`config.mk`:
```
export PLATFORM = sky130hd
export DESIGN_NAME = lzbd_ctrl
export DESIGN_NICKNAME = d
export VERILOG_FILES = /design/src/sv/lzbd_pkg.sv /design/src/sv/lzbd_ctrl.sv
export VERILOG_INCLUDE_DIRS = /design/src /design/src/sv
export SDC_FILE = /design/constraint.sdc
export NUM_CORES = 1
export LEC_CHECK = 0
export ABC_AREA = 0
export BUFFER_PORTS_ARGS = -buffer_cell sky130_fd_sc_hd__buf_2
export CAP_MARGIN = 5
export CORE_MARGIN = 5
export CORE_UTILIZATION = 45
export CTS_BUF_LIST = sky130_fd_sc_hd__clkbuf_8
export DETAILED_ROUTE_END_ITERATION = 16
export PLACE_DENSITY = 0.67
export SYNTH_ARGS = -nofsm -noshare
export SYNTH_HDL_FRONTEND = slang
export SYNTH_SLANG_ARGS = --single-unit
```
`constraint.sdc`:
```
create_clock -name clock -period 2.1 [get_ports clock]
set_input_delay 0.21 -clock clock [delete_from_list [all_inputs] [get_ports clock]]
set_output_delay 0.21 -clock clock [all_outputs]
set_load 0.1 [all_outputs]
```
`src/sv/lz_backward_decompressor_unit_defines.svh`:
```
// ----------------------------------------------------------------------------
// Backward LZ decompressor assertion macros
// Shared checking macros for the decoder controller.
// ----------------------------------------------------------------------------
`ifndef LZ_BACKWARD_DECOMPRESSOR_UNIT_DEFINES_SVH
`define LZ_BACKWARD_DECOMPRESSOR_UNIT_DEFINES_SVH

// Same-cycle implication
`define LZBD_ASSERT_NOW(name, ante, cons, msg) \
   name: assert property (@(posedge clock) disable iff (reset) (ante) |-> (cons)) \
      else $error(msg);

// Next-cycle implication
`define LZBD_ASSERT_NEXT(name, ante, cons, msg) \
   name: assert property (@(posedge clock) disable iff (reset) (ante) |=> (cons)) \
      else $error(msg);

`endif

```
`src/sv/lzbd_pkg.sv`:
```
// ----------------------------------------------------------------------------
// Backward LZ decompressor package
// Types and fixed constants shared by the controller and the datapath.
// ----------------------------------------------------------------------------
`timescale 1ns / 1ps

package lzbd_pkg;

   localparam int TBL_ENTRIES = 52;
   // history depth; the read address wraps on its power-of-two width
   localparam int HISTORY_DEPTH = 65536;
   localparam logic [5:0] TBL_LAST = 6'd51;
   localparam logic [5:0] SEL_NEAR = 6'd48;
   localparam logic [5:0] SEL_MID  = 6'd32;
   localparam logic [5:0] SEL_FAR  = 6'd16;
   localparam logic [4:0] ZR_END   = 5'd16;
   localparam logic [4:0] ZR_RAW   = 5'd17;
   localparam logic [4:0] ZR_MAX   = 5'd31;
   localparam logic [16:0] LEN_WRAP = 17'h10000;

   // tick sequencer
   typedef enum logic [2:0] {
      ST_IDLE,
      ST_RUN,
      ST_TWAIT,
      ST_HWAIT,
      ST_RESP
   } state_type;

   // decoder phase
   typedef enum logic [3:0] {
      PH_SEED,
      PH_TABLE,
      PH_FLAG,
      PH_ZEROS,
      PH_RUNLEN,
      PH_LEN,
      PH_OSEL,
      PH_OFFW,
      PH_OFF,
      PH_COPY,
      PH_DONE
   } phase_type;

   typedef enum logic [4:0] {
      CMD_NONE,
      CMD_CAPTURE,
      CMD_SEED,
      CMD_BIT,
      CMD_BYTE,
      CMD_FIN_TABLE,
      CMD_FIN_FLAG,
      CMD_TBL_RD_ZR,
      CMD_TBL_RD_TI,
      CMD_FIN_ZEROS,
      CMD_FIN_RUNLEN,
      CMD_FIN_LEN,
      CMD_FIN_OSEL,
      CMD_FIN_OFFW,
      CMD_FIN_OFF,
      CMD_HIST_RD,
      CMD_COPY_RAW,
      CMD_COPY_HIST
   } op_type;

   typedef struct packed {
      op_type op;
   } cmd_type;

   typedef struct packed {
      logic pend_bits_nz;
      logic pend_bytes_nz;
      logic holder_empty;
      logic bit0;
      logic zr_end;
      logic zr_raw;
      logic entry_last;
      logic rem_le1;
   } status_type;

endpackage

```
`src/sv/lzbd_ctrl.sv`:
```
// ----------------------------------------------------------------------------
// Backward LZ decompressor controller
// Tick sequencer and decoder phase machine driving the datapath.
// ----------------------------------------------------------------------------
`timescale 1ns / 1ps
`include "lz_backward_decompressor_unit_defines.svh"

module lzbd_ctrl (
   input  logic                 clock,
   input  logic                 reset,
   input  logic                 req_tvalid,
   output logic                 req_tready,
   input  logic                 req_in_valid,
   output logic                 rsp_tvalid,
   input  logic                 rsp_tready,
   output logic                 rsp_taken,
   output logic                 rsp_emit,
   output logic                 rsp_done,
   input  lzbd_pkg::status_type status,
   output lzbd_pkg::cmd_type    cmd
);

   lzbd_pkg::state_type state_ff, state_in;
   lzbd_pkg::phase_type phase_ff, phase_in;
   logic raw_ff, raw_in;
   logic avail_ff, avail_in;
   logic taken_ff, taken_in;
   logic emit_ff, emit_in;
   logic have;

   assign have = avail_ff & ~taken_ff;

   always_comb begin
      state_in = state_ff;
      phase_in = phase_ff;
      raw_in   = raw_ff;
      avail_in = avail_ff;
      taken_in = taken_ff;
      emit_in  = emit_ff;
      cmd.op   = lzbd_pkg::CMD_NONE;
      case (state_ff)
         lzbd_pkg::ST_IDLE: begin
            if (req_tvalid) begin
               cmd.op   = lzbd_pkg::CMD_CAPTURE;
               avail_in = req_in_valid;
               taken_in = 1'b0;
               emit_in  = 1'b0;
               state_in = lzbd_pkg::ST_RUN;
            end
         end
         lzbd_pkg::ST_RUN: begin
            case (phase_ff)
               lzbd_pkg::PH_DONE: begin
                  state_in = lzbd_pkg::ST_RESP;
               end
               lzbd_pkg::PH_SEED: begin
                  if (have) begin
                     cmd.op   = lzbd_pkg::CMD_SEED;
                     taken_in = 1'b1;
                     phase_in = lzbd_pkg::PH_TABLE;
                  end else begin
                     state_in = lzbd_pkg::ST_RESP;
                  end
               end
               lzbd_pkg::PH_COPY: begin
                  if (!raw_ff) begin
                     cmd.op   = lzbd_pkg::CMD_HIST_RD;
                     state_in = lzbd_pkg::ST_HWAIT;
                  end else if (have) begin
                     cmd.op   = lzbd_pkg::CMD_COPY_RAW;
                     taken_in = 1'b1;
                     emit_in  = 1'b1;
                     if (status.rem_le1) begin
                        phase_in = lzbd_pkg::PH_FLAG;
                     end
                     state_in = lzbd_pkg::ST_RESP;
                  end else begin
                     state_in = lzbd_pkg::ST_RESP;
                  end
               end
               default: begin
                  if (status.pend_bits_nz) begin
                     if (status.holder_empty && !have) begin
                        state_in = lzbd_pkg::ST_RESP;
                     end else begin
                        cmd.op = lzbd_pkg::CMD_BIT;
                        if (status.holder_empty) begin
                           taken_in = 1'b1;
                        end
                     end
                  end else if (status.pend_bytes_nz) begin
                     if (have) begin
                        cmd.op   = lzbd_pkg::CMD_BYTE;
                        taken_in = 1'b1;
                     end else begin
                        state_in = lzbd_pkg::ST_RESP;
                     end
                  end else begin
                     case (phase_ff)
                        lzbd_pkg::PH_TABLE: begin
                           cmd.op = lzbd_pkg::CMD_FIN_TABLE;
                           if (status.entry_last) begin
                              phase_in = lzbd_pkg::PH_FLAG;
                           end
                        end
                        lzbd_pkg::PH_FLAG: begin
                           cmd.op = lzbd_pkg::CMD_FIN_FLAG;
                           if (status.bit0) begin
                              phase_in = lzbd_pkg::PH_COPY;
                              raw_in   = 1'b1;
                           end else begin
                              phase_in = lzbd_pkg::PH_ZEROS;
                           end
                        end
                        lzbd_pkg::PH_ZEROS, lzbd_pkg::PH_LEN: begin
                           cmd.op   = lzbd_pkg::CMD_TBL_RD_ZR;
                           state_in = lzbd_pkg::ST_TWAIT;
                        end
                        lzbd_pkg::PH_OFFW, lzbd_pkg::PH_OFF: begin
                           cmd.op   = lzbd_pkg::CMD_TBL_RD_TI;
                           state_in = lzbd_pkg::ST_TWAIT;
                        end
                        lzbd_pkg::PH_RUNLEN: begin
                           cmd.op   = lzbd_pkg::CMD_FIN_RUNLEN;
                           phase_in = lzbd_pkg::PH_COPY;
                           raw_in   = 1'b1;
                        end
                        lzbd_pkg::PH_OSEL: begin
                           cmd.op   = lzbd_pkg::CMD_FIN_OSEL;
                           phase_in = lzbd_pkg::PH_OFFW;
                        end
                        default: begin
                           phase_in = lzbd_pkg::PH_DONE;
                        end
                     endcase
                  end
               end
            endcase
         end
         lzbd_pkg::ST_TWAIT: begin
            state_in = lzbd_pkg::ST_RUN;
            case (phase_ff)
               lzbd_pkg::PH_ZEROS: begin
                  cmd.op = lzbd_pkg::CMD_FIN_ZEROS;
                  if (status.bit0) begin
                     if (status.zr_end) begin
                        phase_in = lzbd_pkg::PH_DONE;
                     end else if (status.zr_raw) begin
                        phase_in = lzbd_pkg::PH_RUNLEN;
                     end else begin
                        phase_in = lzbd_pkg::PH_LEN;
                     end
                  end
               end
               lzbd_pkg::PH_LEN: begin
                  cmd.op   = lzbd_pkg::CMD_FIN_LEN;
                  phase_in = lzbd_pkg::PH_OSEL;
               end
               lzbd_pkg::PH_OFFW: begin
                  cmd.op   = lzbd_pkg::CMD_FIN_OFFW;
                  phase_in = lzbd_pkg::PH_OFF;
               end
               lzbd_pkg::PH_OFF: begin
                  cmd.op   = lzbd_pkg::CMD_FIN_OFF;
                  phase_in = lzbd_pkg::PH_COPY;
                  raw_in   = 1'b0;
               end
               default: begin
                  phase_in = lzbd_pkg::PH_DONE;
               end
            endcase
         end
         lzbd_pkg::ST_HWAIT: begin
            cmd.op  = lzbd_pkg::CMD_COPY_HIST;
            emit_in = 1'b1;
            if (status.rem_le1) begin
               phase_in = lzbd_pkg::PH_FLAG;
            end
            state_in = lzbd_pkg::ST_RESP;
         end
         lzbd_pkg::ST_RESP: begin
            if (rsp_tready) begin
               state_in = lzbd_pkg::ST_IDLE;
            end
         end
         default: begin
            state_in = lzbd_pkg::ST_IDLE;
         end
      endcase
   end

   always_ff @(posedge clock) begin
      if (reset) begin
         state_ff <= lzbd_pkg::ST_IDLE;
         phase_ff <= lzbd_pkg::PH_SEED;
         raw_ff   <= 1'b0;
         avail_ff <= 1'b0;
         taken_ff <= 1'b0;
         emit_ff  <= 1'b0;
      end else begin
         state_ff <= state_in;
         phase_ff <= phase_in;
         raw_ff   <= raw_in;
         avail_ff <= avail_in;
         taken_ff <= taken_in;
         emit_ff  <= emit_in;
      end
   end

   assign req_tready = (state_ff == lzbd_pkg::ST_IDLE);
   assign rsp_tvalid = (state_ff == lzbd_pkg::ST_RESP);
   assign rsp_taken  = taken_ff;
   assign rsp_emit   = emit_ff;
   assign rsp_done   = (phase_ff == lzbd_pkg::PH_DONE);

   `LZBD_ASSERT_NOW(a_taken_needs_offer, taken_ff, avail_ff, "byte taken without an offer")
   `LZBD_ASSERT_NEXT(a_hist_to_resp, state_ff == lzbd_pkg::ST_HWAIT, state_ff == lzbd_pkg::ST_RESP && emit_ff, "history copy did not emit")
   `LZBD_ASSERT_NEXT(a_twait_returns, state_ff == lzbd_pkg::ST_TWAIT, state_ff == lzbd_pkg::ST_RUN, "table wait did not return to run")
   `LZBD_ASSERT_NEXT(a_done_ends_tick, state_ff == lzbd_pkg::ST_RUN && phase_ff == lzbd_pkg::PH_DONE, state_ff == lzbd_pkg::ST_RESP && !emit_ff, "end phase kept decoding")

endmodule

```
Yosys cells after proc, flatten, opt, wreduce, memory -nomap -nowiden
Cells that the tools add are included.
{"block": "op_classes", "n_mux": 57, "n_reduce_logical": 18, "n_bitwise": 2, "n_eq_ne": 39}
{"cell": "two-way mux 4 bit", "n": 10}
{"cell": "one-hot mux 4 bit (4 select lines)", "n": 2}
{"cell": "two-way mux 3 bit", "n": 9}
{"cell": "one-hot mux 4 bit (3 select lines)", "n": 2}
{"cell": "one-hot mux 4 bit (6 select lines)", "n": 1}
{"cell": "two-way mux 5 bit", "n": 4}
{"cell": "!= test 5 bit, second input constant", "n": 4}
{"cell": "one-hot mux 4 bit (5 select lines)", "n": 1}
{"cell": "one-hot mux 5 bit (4 select lines)", "n": 1}
{"cell": "!= test 2 bit, second input constant", "n": 9}
{"cell": "two-way mux 1 bit", "n": 17}
{"cell": "equality test 4 x 3 -> 1 bit, second input constant", "n": 4}
{"cell": "!= test 3 bit, second input constant", "n": 5}
{"cell": "one-hot mux 3 bit (5 select lines)", "n": 1}
{"cell": "one-hot mux 5 bit (3 select lines)", "n": 1}
{"cell": "AND reduction 7 bit", "n": 2}
{"cell": "equality test 4 bit, second input constant", "n": 3}
{"cell": "!= test 4 bit, second input constant", "n": 3}
{"cell": "AND reduction 10 bit", "n": 1}
{"cell": "one-hot mux 3 bit (3 select lines)", "n": 1}
{"cell": "equality test 4 x 2 -> 1 bit, second input constant", "n": 2}
{"cell": "!= test 7 bit, second input constant", "n": 1}
{"cell": "equality test 3 x 2 -> 1 bit, second input constant", "n": 2}
{"cell": "!= test 6 bit, second input constant", "n": 1}
{"cell": "other kinds (22)", "n": 29}
{"block": "word_totals", "input_bits": 13, "output_inout_bits": 10, "wordCells": 122, "register_bits": 11}

Logic depth before layout (Yosys ltp)
{"block": "logic_depth", "ltp_word": 8, "ltp_mapped": 7, "mapped_depth_nobuf": 5}

Least setup slack after synthesis
No wires, ideal clock.
{"block": "synth_path", "kind": "register to output", "startpoint": "register state_ff[2]", "endpoint": "output cmd[1] (netlist name)", "t_arrival_ns": 3.263, "required_ns": 1.890, "n_path_buf": 2, "setup_slack_ns": -1.373, "stages_incl_launch_ff": 6, "cell_sequence": "dfxtp_1 buf_2 nand2b_4 or2_0 buf_2 o32ai_1"}
{"item": "start: declaration", "line_no": "lzbd_ctrl.sv:23", "source": "lzbd_pkg::state_type state_ff, state_in;"}
{"item": "start signal: assignment", "line_no": "lzbd_ctrl.sv:194", "source": "state_ff <= lzbd_pkg::ST_IDLE;"}
{"item": "start signal: assignment", "line_no": "lzbd_ctrl.sv:201", "source": "state_ff <= state_in;"}
{"item": "end: declaration", "line_no": "lzbd_ctrl.sv:20", "source": "output lzbd_pkg::cmd_type cmd"}

==> flow_summary_export.csv <==
group,metric,value,unit
logic_synthesis,synth_cells,175,
logic_synthesis,synth_fa_ha_area_frac,0,
timing,slew_viol_final,0,
clock_tree,cts_hold_buf,0,
drt,drtIter0Drc,110,
global_routing,antenna_found_initial,0,
critical_path,cp.depth,6,
pwr,finalPower,0.749,mW
critical_path,end_kind,"primary output",
logic_synthesis,avgSynthCellArea,7.01,sq um
placed_design,place_area,1580,sq um
logic_synthesis,synth-seq-cells,11,
timing,hold_viol,0,
clock_tree,numCtsBuffers,3,
critical_path,crit_chain,"buf_4 -> nand2b_1 -> nor2_1 -> nand2_2 -> o22ai_2 -> buf_12",
final_layout,fin_area,1670,sq um
drt,vias,1605,
timing,finalCritPeriodShare,0.964,
clock_tree,cts_setup_buffers,0,
clock_tree,clkLatencyLatePin,0.24,ns
floorplanning,die_x,62.2,um
run_status,status,"complete, no violations",
floorplanning,io_pins,23,
final_layout,num_antenna_cells,0,
timing,worst_slew_pin_slew,0.607,ns
drt,ant_nets,0,
logic_synthesis,synth-compound-area-share,0.393,
clock_tree,cts_tree,"done",
critical_path,startpoint_type,"flip-flop",
clock_tree,cts_sinks,11,
logic_synthesis,mappedNetlistArea,1230,sq um
logic_synthesis,synth_ff_type,"dfxtp_1",
flow_run,maxCapViolations,0,
min_path,worstHoldStart,"req_tvalid",
critical_path,cp_top_family,"simple AND/OR/NAND/NOR gates",
critical_path,crit_buf_inv,2,
critical_path,cp-startpoint,"state_ff[2]$_SDFFE_PP0P_",
global_routing,grt_max_degree,20,
logic_synthesis,async_flop_share,0,
placed_design,port_buffers,22,
logic_synthesis,synth_mux_area_frac,0.0255,
floorplanning,core.rowCount,19,
logic_synthesis,synth-edff-count,0,
pwr,vdd_drop_max,0.541,mV
critical_path,r2r_cells,5,
timing,slew-limit-headroom,0.595,
placed_design,place_hpwl,3.34,mm
critical_path,worst-setup-path-type,"flip-flop to primary output",
drt,via_per_inst,6.83,
placed_design,gp_congestion,0.929,
logic_synthesis,yosysTopAreaCellShare,0.179,
drt,wl_per_cell,18.9,um
logic_synthesis,yosys_warnings,0,
critical_path,cp.arrival,1.82,ns
critical_path,reg2reg_slack,0.19,ns
timing,period_needed,2.03,ns
final_layout,fin_nets,218,
timing,fin_hold_ws,0.237,ns
critical_path,slowest_delay,0.31,ns
min_path,min_path_type,"input port to flip-flop",
pwr,p_per_area,447,nW/um^2
logic_synthesis,syn_nets,188,
global_routing,grt_pass1_vias,1562,
logic_synthesis,synth_top_family_by_area,"compound AO/OA/AOI/OAI gates",
logic_synthesis,yosys.area_share.simple,0.317,
min_path,hold_path_end,"rsp_taken$_SDFFE_PP0P_",
logic_synthesis,synthXorXnorAreaFrac,0.0143,
logic_synthesis,synth_top_area_cell,"dfxtp_1",
drt,drt_pre_antenna_iters,6,
min_path,min_path_cells,2,
drt,drc,0,
floorplanning,design.core.area,2690,sq um
floorplanning,start_util,0.457,
critical_path,path_max_fanout,8,
drt,routed_wl,4.44,mm
final_layout,layout-drive-gt1-share,0.319,
global_routing,grt_overflow,0,
final_layout,areaGrowthSynthToFinish,36.4,%
clock_tree,htree_levels,1,
floorplanning,die-area,3870,sq um
logic_synthesis,synth.distinct_cells,55,
timing,final-setup-viol-count,0,
logic_synthesis,synth_area_leaders,"dfxtp_1 18%, nand2_1 5.5%, nor2_1 4.6%",
clock_tree,path_clk_slew,0.05,ns
pwr,power.leakage,0.647,nW
timing,tns,0,ns
timing,fin_skew,0.00226,ns
global_routing,track_usage,0.223,
critical_path,r2r_start,"phase_ff[1]$_SDFFE_PP0P_",
critical_path,worstReg2RegEnd,"phase_ff[1]$_SDFFE_PP0P_",
clock_tree,cts_root_buffer,"clkbuf_8",
timing,max_freq,494,MHz
critical_path,crit_path_top_delay_cell,"dfxtp_1",
global_routing,grt_pass1_wl,7.20,mm
floorplanning,die_y,62.2,um
critical_path,cp.required,1.89,ns
logic_synthesis,yosysSeqAreaShare,0.179,
clock_tree,clk_path_buf_depth,2,
-- cells in the mapped netlist, drive strengths merged (3+ instances only) --
library cell and n:
a41oi 4, a31oi 3, a22oi 3, a21o 3, inv 5, dfxtp 11
nand3 4, a21oi 11, nor3 8, a211oi 3, o32ai 3, nor2 15
o22ai 4, clkbuf 5, nor2b 7, nand2 18, nand2b 8, buf 10
o21ai 10
-- metrics by stage --
| stage | std cells | utilization | setup WS (ns) |
|---|---|---|---|
| 4_1_cts | 235 | 0.607 | 0.00878 |
| 3_5_place_dp | 231 | 0.588 | 0.0159 |
| 6_report | 235 | 0.623 | 0.0749 |
| 2_1_floorplan | 175 | - | -0.214 |
| 5_1_grt | 235 | 0.623 | -0.00631 |
| 3_3_place_gp | 231 | 0.588 | 0.0145 |
-- worst register-to-register path, delay by kind of cell, from the launching register on --
family,cells,cell delay (ns)
AOI/OAI and AO/OA,3,0.70
muxes,1,0.35
and+or+nand+nor,1,0.34
DFF,1,0.41
-- state kept, by name (all words and copies together), names as in the netlist --
| signal | flops |
|---|---|
| avail_ff | 1 |
| raw_ff | 1 |
| state_ff | 3 |
| rsp_taken | 1 |
| rsp_emit | 1 |
| phase_ff | 4 |
-- cells by family after synthesis --
logic type	count (synthesis)
muxes	3
and+or+nand+nor	73
DFF	11
xor gates and xnor gates	2
buffers and inverters	20
AOI/OAI and AO/OA	66
-- how the worst max path moves through the flow --
stage / to / slack [ns]
3_5_place_dp: phase_ff[1]$_SDFFE_PP0P_ / 0.02
2_1_floorplan: cmd[2] / -0.21
5_1_grt: cmd[2] / -0.006
3_3_place_gp: cmd[0] / 0.01
4_1_cts: cmd[3] / 0.009
6_report: cmd[2] / 0.07
-- final cells by class --
cell class / count / area, sq um
multi-input combinational: 144 / 1020
fill: 231 / 1010
timing repair buffer: 40 / 320
sequential: 11 / 234
clock buffer: 3 / 41.3
tap: 31 / 38.8
inverter: 5 / 18.8
clock inverter: 1 / 3.75
-- where the power goes --
part           internal, mW  switching, mW
Combinational         0.110          0.202
Sequential            0.214         0.0134
Clock                 0.128         0.0801
Total                 0.453          0.296
-- metal layers --
layer / GRT usage / vias up / routed length [um]
met5: 0 / - / 0
met3: 0.0378 / 22 / 429
met1: 0.274 / 729 / 1700
met2: 0.360 / 124 / 2180
met4: 0.127 / 0 / 136
li1: - / 730 / -
-- timing repair --
action | 4_1_cts | 5_1_grt
endpoints found under the hold margin | 0 | 0
setup endpoints to repair | 5 | 4
gates resized for setup | 5 | 12
-- placed cells by master, fill, tap and decap left out, types with 4 or more instances in the layout --
cell type  count
buf_4         18
nand2_1       17
buf_2         17
nor2_1        14
a21oi_1       10
nand2b_1       7
o21ai_0        7
inv_1          6
nor3_1         6
nor2b_1        6
dfxtp_1        6
buf_12         5
a41oi_1        4
nand3_1        4
No activity file was read; power rests on OpenSTA's default activity.
